===== src/rtl/ciou_pkg.sv =====
// Shared types and constants for the class-aware IoU box suppression block.
package ciou_pkg;

  // Field widths
  localparam int unsigned CoordW = 10;
  localparam int unsigned LabelW = 8;
  localparam int unsigned IdxW   = 10;
  localparam int unsigned ThrW   = 9;

  // Kept-box store geometry
  localparam int unsigned MaxKept = 64;
  localparam int unsigned KeptAw  = $clog2(MaxKept);
  localparam int unsigned CountW  = $clog2(MaxKept + 1);

  // Overlap arithmetic widths
  localparam int unsigned AreaW = 2 * CoordW;
  localparam int unsigned UniW  = AreaW + 1;
  localparam int unsigned ProdW = ThrW + UniW;

  localparam logic [ThrW-1:0] ThrReset = ThrW'(115);

  // Input beat
  typedef struct packed {
    logic [CoordW-1:0] box_x;
    logic [CoordW-1:0] box_y;
    logic [CoordW-1:0] box_width;
    logic [CoordW-1:0] box_height;
    logic [LabelW-1:0] class_label;
    logic              frame_last;
  } in_beat_t;

  // Result beat
  typedef struct packed {
    logic            kept;
    logic [IdxW-1:0] candidate_index;
    logic            store_overflow;
    logic            result_last;
  } out_beat_t;

  // Candidate as queued between front and back
  typedef struct packed {
    in_beat_t        beat;
    logic [IdxW-1:0] index;
  } cand_t;

  // Queue head as seen by the back end
  typedef struct packed {
    logic  valid;
    cand_t cand;
  } head_t;

  // One entry of the kept-box store
  typedef struct packed {
    logic [CoordW-1:0] x;
    logic [CoordW-1:0] y;
    logic [CoordW-1:0] w;
    logic [CoordW-1:0] h;
    logic [LabelW-1:0] label;
  } box_t;

endpackage


===== src/rtl/class_aware_iou_box_suppression.sv =====
// Class-aware greedy IoU suppression: boxes arrive in descending score order, one
// result beat per input beat. Each box is tested against every box kept so far in
// the frame with the same label, one stored box per cycle through a four-stage
// compare pipeline fed from the 64-entry kept-box store, whose single read port
// sets that rate. A two-entry queue lets input beats arrive while a scan runs, and
// the result register holds a finished beat while the next box is already queued.
// Boxes kept once the store is full are reported kept with store_overflow set. The
// user must write the threshold register (Q1.8, reset 115) only while the block is
// idle; the block itself does not enforce this.
module class_aware_iou_box_suppression (
  input  logic                      clk_i,
  input  logic                      rst_ni,
  input  logic                      in_valid_i,
  output logic                      in_stall_o,
  input  ciou_pkg::in_beat_t        in_data_i,
  output logic                      out_valid_o,
  input  logic                      out_stall_i,
  output ciou_pkg::out_beat_t       out_data_o,
  input  logic                      cfg_we_i,
  input  logic [ciou_pkg::ThrW-1:0] cfg_wdata_i
);
  import ciou_pkg::*;

  logic [ThrW-1:0] thr_q;
  head_t           head;
  logic            pop;

  // Overlap threshold register
  always_ff @(posedge clk_i or negedge rst_ni) begin
    if (!rst_ni) begin
      thr_q <= ThrReset;
    end else if (cfg_we_i) begin
      thr_q <= cfg_wdata_i;
    end
  end

  ciou_front u_front (
    .clk_i     (clk_i),
    .rst_ni    (rst_ni),
    .in_valid_i(in_valid_i),
    .in_stall_o(in_stall_o),
    .in_data_i (in_data_i),
    .head_o    (head),
    .pop_i     (pop)
  );

  ciou_back u_back (
    .clk_i      (clk_i),
    .rst_ni     (rst_ni),
    .head_i     (head),
    .pop_o      (pop),
    .thr_i      (thr_q),
    .out_valid_o(out_valid_o),
    .out_stall_i(out_stall_i),
    .out_data_o (out_data_o)
  );

endmodule


===== src/rtl/ciou_front.sv =====
// Front end: accepts input beats, numbers them within the frame, queues them.
module ciou_front (
  input  logic              clk_i,
  input  logic              rst_ni,
  input  logic              in_valid_i,
  output logic              in_stall_o,
  input  ciou_pkg::in_beat_t in_data_i,
  output ciou_pkg::head_t   head_o,
  input  logic              pop_i
);
  import ciou_pkg::*;

  localparam int unsigned Depth = 2;

  cand_t             fifo_q [Depth];
  logic              wr_ptr_q, wr_ptr_d;
  logic              rd_ptr_q, rd_ptr_d;
  logic [1:0]        cnt_q, cnt_d;
  logic [IdxW-1:0]   idx_q, idx_d;
  logic              push;
  logic              pop;

  assign in_stall_o = (cnt_q == 2'(Depth));
  assign push       = in_valid_i && !in_stall_o;
  assign pop        = pop_i && (cnt_q != 2'd0);

  assign head_o.valid = (cnt_q != 2'd0);
  assign head_o.cand  = fifo_q[rd_ptr_q];

  // Pointer, fill and candidate numbering
  always_comb begin
    wr_ptr_d = push ? ~wr_ptr_q : wr_ptr_q;
    rd_ptr_d = pop ? ~rd_ptr_q : rd_ptr_q;
    cnt_d    = cnt_q + 2'(push) - 2'(pop);
    idx_d    = idx_q;
    if (push) begin
      idx_d = in_data_i.frame_last ? '0 : idx_q + IdxW'(1);
    end
  end

  always_ff @(posedge clk_i or negedge rst_ni) begin
    if (!rst_ni) begin
      wr_ptr_q <= 1'b0;
      rd_ptr_q <= 1'b0;
      cnt_q    <= '0;
      idx_q    <= '0;
    end else begin
      wr_ptr_q <= wr_ptr_d;
      rd_ptr_q <= rd_ptr_d;
      cnt_q    <= cnt_d;
      idx_q    <= idx_d;
    end
  end

  // Queue storage
  always_ff @(posedge clk_i) begin
    if (push) begin
      fifo_q[wr_ptr_q] <= '{beat: in_data_i, index: idx_q};
    end
  end

endmodule


===== src/rtl/ciou_back.sv =====
// Back end: scans the kept-box store for each candidate and issues the result beat.
module ciou_back (
  input  logic                       clk_i,
  input  logic                       rst_ni,
  input  ciou_pkg::head_t            head_i,
  output logic                       pop_o,
  input  logic [ciou_pkg::ThrW-1:0]  thr_i,
  output logic                       out_valid_o,
  input  logic                       out_stall_i,
  output ciou_pkg::out_beat_t        out_data_o
);
  import ciou_pkg::*;

  localparam logic [1:0] StIdle = 2'd0;
  localparam logic [1:0] StScan = 2'd1;
  localparam logic [1:0] StDone = 2'd2;

  logic [1:0]         state_q, state_d;

  // Candidate under test
  box_t               cand_q;
  logic [IdxW-1:0]    cidx_q;
  logic               clast_q;
  logic [AreaW-1:0]   area_a_q;

  // Scan control
  logic [CountW-1:0]  issue_q, issue_d;
  logic [CountW-1:0]  count_q, count_d;
  logic               supp_q, supp_d;
  logic               issue;

  // Kept-box store
  box_t               mem [MaxKept];
  box_t               rd_q;
  logic               pv_q;

  // Compare pipeline
  logic               hit1_q, hit2_q, hit3_q;
  logic [CoordW-1:0]  sx_q, sy_q, bw_q, bh_q;
  logic [AreaW-1:0]   inter2_q, areab_q;
  logic [AreaW-1:0]   inter3_q;
  logic [UniW-1:0]    uni3_q;

  logic [CoordW:0]    ae_x, be_x, ae_y, be_y, hi_x, hi_y;
  logic [CoordW-1:0]  lo_x, lo_y, span_x, span_y;
  logic [UniW-1:0]    uni_sum, uni_clamp;
  logic [ProdW-1:0]   lhs, rhs;
  logic               over;

  // Result
  out_beat_t          out_q;
  logic               out_valid_q;
  logic               fire;
  logic               keep, store;

  assign pop_o = (state_q == StIdle) && head_i.valid;
  assign issue = (state_q == StScan) && (issue_q < count_q);
  assign fire  = (state_q == StDone) && (!out_valid_q || !out_stall_i);
  assign keep  = !supp_q;
  assign store = keep && (count_q < CountW'(MaxKept));

  assign out_valid_o = out_valid_q;
  assign out_data_o  = out_q;

  // Stage 1: per-axis overlap spans
  always_comb begin
    ae_x   = {1'b0, cand_q.x} + {1'b0, cand_q.w};
    be_x   = {1'b0, rd_q.x} + {1'b0, rd_q.w};
    ae_y   = {1'b0, cand_q.y} + {1'b0, cand_q.h};
    be_y   = {1'b0, rd_q.y} + {1'b0, rd_q.h};
    lo_x   = (cand_q.x > rd_q.x) ? cand_q.x : rd_q.x;
    lo_y   = (cand_q.y > rd_q.y) ? cand_q.y : rd_q.y;
    hi_x   = (ae_x < be_x) ? ae_x : be_x;
    hi_y   = (ae_y < be_y) ? ae_y : be_y;
    span_x = (hi_x > {1'b0, lo_x}) ? CoordW'(hi_x - {1'b0, lo_x}) : '0;
    span_y = (hi_y > {1'b0, lo_y}) ? CoordW'(hi_y - {1'b0, lo_y}) : '0;
  end

  // Stage 3: union clamped to at least one
  always_comb begin
    uni_sum   = UniW'(area_a_q) + UniW'(areab_q) - UniW'(inter2_q);
    uni_clamp = (uni_sum == '0) ? UniW'(1) : uni_sum;
  end

  // Stage 4: inter*256 > thr*union
  assign lhs  = ProdW'({inter3_q, 8'b0});
  assign rhs  = ProdW'(thr_i) * ProdW'(uni3_q);
  assign over = hit3_q && (lhs > rhs);

  // Sequencer
  always_comb begin
    state_d = state_q;
    issue_d = issue_q;
    count_d = count_q;
    supp_d  = supp_q || over;
    unique case (state_q)
      StIdle: begin
        if (head_i.valid) begin
          state_d = StScan;
          issue_d = '0;
          supp_d  = 1'b0;
        end
      end
      StScan: begin
        if (issue) begin
          issue_d = issue_q + CountW'(1);
        end else if (!pv_q && !hit1_q && !hit2_q && !hit3_q) begin
          state_d = StDone;
        end
      end
      StDone: begin
        if (fire) begin
          state_d = StIdle;
          count_d = clast_q ? '0 : count_q + CountW'(store);
        end
      end
      default: begin
        state_d = StIdle;
      end
    endcase
  end

  always_ff @(posedge clk_i or negedge rst_ni) begin
    if (!rst_ni) begin
      state_q     <= StIdle;
      issue_q     <= '0;
      count_q     <= '0;
      supp_q      <= 1'b0;
      pv_q        <= 1'b0;
      hit1_q      <= 1'b0;
      hit2_q      <= 1'b0;
      hit3_q      <= 1'b0;
      out_valid_q <= 1'b0;
    end else begin
      state_q <= state_d;
      issue_q <= issue_d;
      count_q <= count_d;
      supp_q  <= supp_d;
      pv_q    <= issue;
      hit1_q  <= pv_q && (rd_q.label == cand_q.label);
      hit2_q  <= hit1_q;
      hit3_q  <= hit2_q;
      if (fire) begin
        out_valid_q <= 1'b1;
      end else if (!out_stall_i) begin
        out_valid_q <= 1'b0;
      end
    end
  end

  // Store read and write
  always_ff @(posedge clk_i) begin
    rd_q <= mem[issue_q[KeptAw-1:0]];
    if (fire && store) begin
      mem[count_q[KeptAw-1:0]] <= cand_q;
    end
  end

  // Payload registers: candidate, compare pipeline, result
  always_ff @(posedge clk_i) begin
    if (pop_o) begin
      cand_q.x     <= head_i.cand.beat.box_x;
      cand_q.y     <= head_i.cand.beat.box_y;
      cand_q.w     <= head_i.cand.beat.box_width;
      cand_q.h     <= head_i.cand.beat.box_height;
      cand_q.label <= head_i.cand.beat.class_label;
      cidx_q       <= head_i.cand.index;
      clast_q      <= head_i.cand.beat.frame_last;
      area_a_q     <= AreaW'(head_i.cand.beat.box_width) *
                      AreaW'(head_i.cand.beat.box_height);
    end
    sx_q     <= span_x;
    sy_q     <= span_y;
    bw_q     <= rd_q.w;
    bh_q     <= rd_q.h;
    inter2_q <= AreaW'(sx_q) * AreaW'(sy_q);
    areab_q  <= AreaW'(bw_q) * AreaW'(bh_q);
    inter3_q <= inter2_q;
    uni3_q   <= uni_clamp;
    if (fire) begin
      out_q.kept            <= keep;
      out_q.candidate_index <= cidx_q;
      out_q.store_overflow  <= keep && !store;
      out_q.result_last     <= clast_q;
    end
  end

endmodule


===== config.mk =====
export PLATFORM = sky130hd
export DESIGN_NAME = class_aware_iou_box_suppression
export DESIGN_NICKNAME = d
export VERILOG_FILES = /design/src/rtl/ciou_pkg.sv /design/src/rtl/class_aware_iou_box_suppression.sv /design/src/rtl/ciou_front.sv /design/src/rtl/ciou_back.sv
export SDC_FILE = /design/constraint.sdc
export NUM_CORES = 2
export LEC_CHECK = 0
export ABC_AREA = 1
export BUFFER_PORTS_ARGS = -buffer_cell sky130_fd_sc_hd__buf_2
export CAP_MARGIN = 20
export CORE_AREA = 3 3 561 563
export DETAILED_ROUTE_END_ITERATION = 8
export DIE_AREA = 0 0 564 566
export GPL_ROUTABILITY_DRIVEN = 1
export PLACE_DENSITY_LB_ADDON = 0.12
export SYNTH_ARGS = -nofsm -noshare
export SYNTH_HDL_FRONTEND = slang
export SYNTH_SLANG_ARGS = --single-unit

===== constraint.sdc =====
create_clock -name clk_i -period 12.3 [get_ports clk_i]
set_input_delay 1.845 -clock clk_i [delete_from_list [all_inputs] [get_ports clk_i]]
set_output_delay 1.845 -clock clk_i [all_outputs]
set_load 0.02 [all_outputs]

==> flow_summary.toml <==
[placed_design]
gp_congestion = 0.905
io_buffers = 77
dp.final_hpwl_mm = 292
place_inst = 16464

[synthesis]
syn_inst = 12758
synth.most_common_cell = "edfxtp_1"
async_flop_share_pct = 1.29
synthTopCellsByCount = "edfxtp_1, nor2_1, o21ai_0, nand2_1, inv_1"
synth_area_mm2 = 0.155
ys_ff_latch = 3496
yosys_warnings = 0
synth_top_area_share_pct = 63.7
synth_edf_count = 3282
synth_top_cell_by_area = "edfxtp_1"
ys.flop_type = "edfxtp_1"
synth.area.top_cells = "edfxtp_1, o21ai_0, fa_1, nor2_1, nand2_1"
synth.distinct_cells = 53
avgSynthCellArea_um2 = 12.1
ys_seq_area_share_pct = 66.7
syn-num-nets = 13535

[sta]
fin_skew_ns = 0.0971
fin_setup_tns_ns = 0
worst-slew-pin-transition_ns = 1.22
slew_headroom_pct = 18.5
hold_viol_final = 0
fin_crit_sh_pct = 51.3
fmax_mhz = 158
setup_viol = 0
rsz0062_at_grt = "no"
fin_crit_ns = 6.31
slew_viol_final = 0

[worst_setup_path]
cp_max_fo = 59
path_class = "flop to flop"
r2r_slack_ns = 5.99
crit_top_cell = "fa_1"
crit_path_start_kind = "flop"
critPathMaxStageDelay_ns = 0.72
worst_path_max_delay_cell = "inv_2"
cp.arrival_ns = 6.96
end_kind = "flop"
path_cells = "inv_2, or2_2, o21ai_0, inv_1, nand2_1, fa_1, inv_1, fa_1, fa_1, fa_1, fa_1, ha_1, nand2_1, nor2_1, inv_1, o21ai_0, a21oi_1, xnor2_1"
worstPathRequired_ns = 12.95

[detailed_routing]
viasPerCell = 6.04
wl_mm = 491
first_iter_violations = 12478
antenna_left = 0
drc = 0
dr.pass1.iters = 8
num_vias = 103561
avgRoutedWirePerCell_um = 28.6

[global_routing]
grt_antenna_before_repair = 20
grt_max_degree = 166
gr-total-overflow = 0
grt_pass1_vias = 101113
grt_pass1_wl_mm = 708
grt.total_usage_pct = 30.2

[layout]
regArea_mm2 = 0.103
layout-drive-gt1-share_pct = 7.58
layout.nets = 13494
multiInputGateArea_mm2 = 0.0452
fill_cells = 25653
final_util_pct = 55.5
final_cells = 17158
area_growth_pct = 10.9

[floorplanning]
rows = 204
start_util_pct = 50.0
die-area_mm2 = 0.319
fp.dieW_um = 564
die_y_um = 566
coreArea_mm2 = 0.309
io_pins = 78

[hold_path]
hp-class = "flop to flop"

[power_and_ir_drop]
peakVddDrop_mv = 0.130
total_leakage_power_uw = 0.0610
powerDensity_mw_per_mm2 = 150

[clock_tree]
post-cts-setup-buffers = 0
clkTransAtPathRegs_ns = 0.06
cts_hold_buf = 0
clkSinkCount = 3496
clock_latency_ns = 0.97
cts_resized = 0
h-tree-depth = 5
cts-root-buf = "clkbuf_16"
cts_tree = "yes"
clk_path_buf_depth = 4
cts_buffers = 371

[job]
drv_cap = 0

[outcome]
status = "completed"
[layout make-up]
type | instances | area share [%]
repair buffers | 328 | 1.47
diodes | 12 | 0.0175
well taps | 4120 | 3.01
multi-input cells | 7589 | 26.3
clock inverters | 202 | 1.18
flip-flops and latches | 3496 | 60.1
inverters | 931 | 2.07
clock buffers | 480 | 5.82
[routing by layer]
metal | share of wire [%] | track usage, % | up-vias
met1 | 40 | 40.8 | 52347
met5 | 0.0018 | 0 | -
li1 | - | - | 45478
met2 | 47 | 48.6 | 4811
met4 | 5.5 | 14.7 | 2
met3 | 7.7 | 3.88 | 923
[kinds of logic (layout without fill, tap and decap cells)]
logic type,after synthesis,after routing,synth area share [%]
adder cells (fa/ha/maj),714,714,7.46
flip-flops,3496,3496,66.7
buffers and inverters,1673,1941,4.45
AND/OR/NAND/NOR,3877,3877,10.0
other,0,12,0
multiplexers,9,9,0.0655
AO/OA/AOI/OAI,2860,2860,10.6
XOR/XNOR,129,129,0.731
[metrics by stage]
stage               power, µW  cell area (µm²)  setup slack [ns]  hold slack (ns)
floorplan               14300           155000              6.71            0.331
global placement        14900           159000              5.94            0.359
detailed placement      14900           160000              5.90            0.362
CTS                     25800           172000              5.88            0.356
global route            26500           172000              5.45            0.364
finish                  25700           172000              5.99            0.364
[registers in the layout, summed over array words and instances (netlist names), 10 cells and up]
name / cells
u_back.area_a_q: 20
u_back.areab_q: 20
u_back.bh_q: 10
u_back.bw_q: 10
u_back.cand_q: 48
u_back.cidx_q: 10
u_back.inter2_q: 20
u_back.inter3_q: 20
u_back.mem: 3072
u_back.out_data_o: 13
u_back.rd_q: 48
u_back.sx_q: 10
u_back.sy_q: 10
u_back.uni3_q: 21
u_front.fifo_q: 118
u_front.idx_q: 10
[report_power, final]
group,internal [µW],switching (µW)
clock network,6370,4720
logic,634,1110
registers,12800,28.4
[final timing paths]
| path | from | end | cells after the start |
|---|---|---|---|
| worst min register to register | u_back.rd_q[11] | u_back.bh_q[3] | 0 |
| worst max register to register | u_front.rd_ptr_q | u_back.area_a_q[15] | 18 |
| min in group asynchronous | rst_ni | thr_q[8] | 2 |
| worst min-delay path | u_back.rd_q[11] | u_back.bh_q[3] | 0 |
| worst max-delay path | u_front.rd_ptr_q | u_back.area_a_q[15] | 18 |
| max in group asynchronous | rst_ni | u_back.issue_q[2] | 2 |
[critical path, delay by kind of cell (launching register included)]
kind                     cells  cell delay (ns)
AO/OA/AOI/OAI                3             0.79
adder cells (fa/ha/maj)      6             2.84
AND/OR/NAND/NOR              4             0.67
flip-flops                   1             0.40
buffers and inverters        4             1.18
XOR/XNOR                     1             0.15
[cell usage in the layout, fill, tap and decap left out, drive strengths merged, types with 6 or more instances in the layout]
cell type and instances:
nand2 1452, clkbuf 480, a21oi 272, a211oi 6, inv 933, a21o 11, dfrtp 40, o211ai 77
ha 368, or2 23, buf 328, nand4 54, nand3b 10, nor3 25, dfxtp 169, a31oi 9
o22ai 457, bufinv 29, edfxtp 3282, xor2 86, mux2 9, o21bai 8, xnor2 43, diode 12
nor2 1803, clkinvlp 9, nand3 494, o21ai 1681, o221ai 309, clkinv 162, fa 346
No activity file was read; power rests on OpenSTA's default activity.
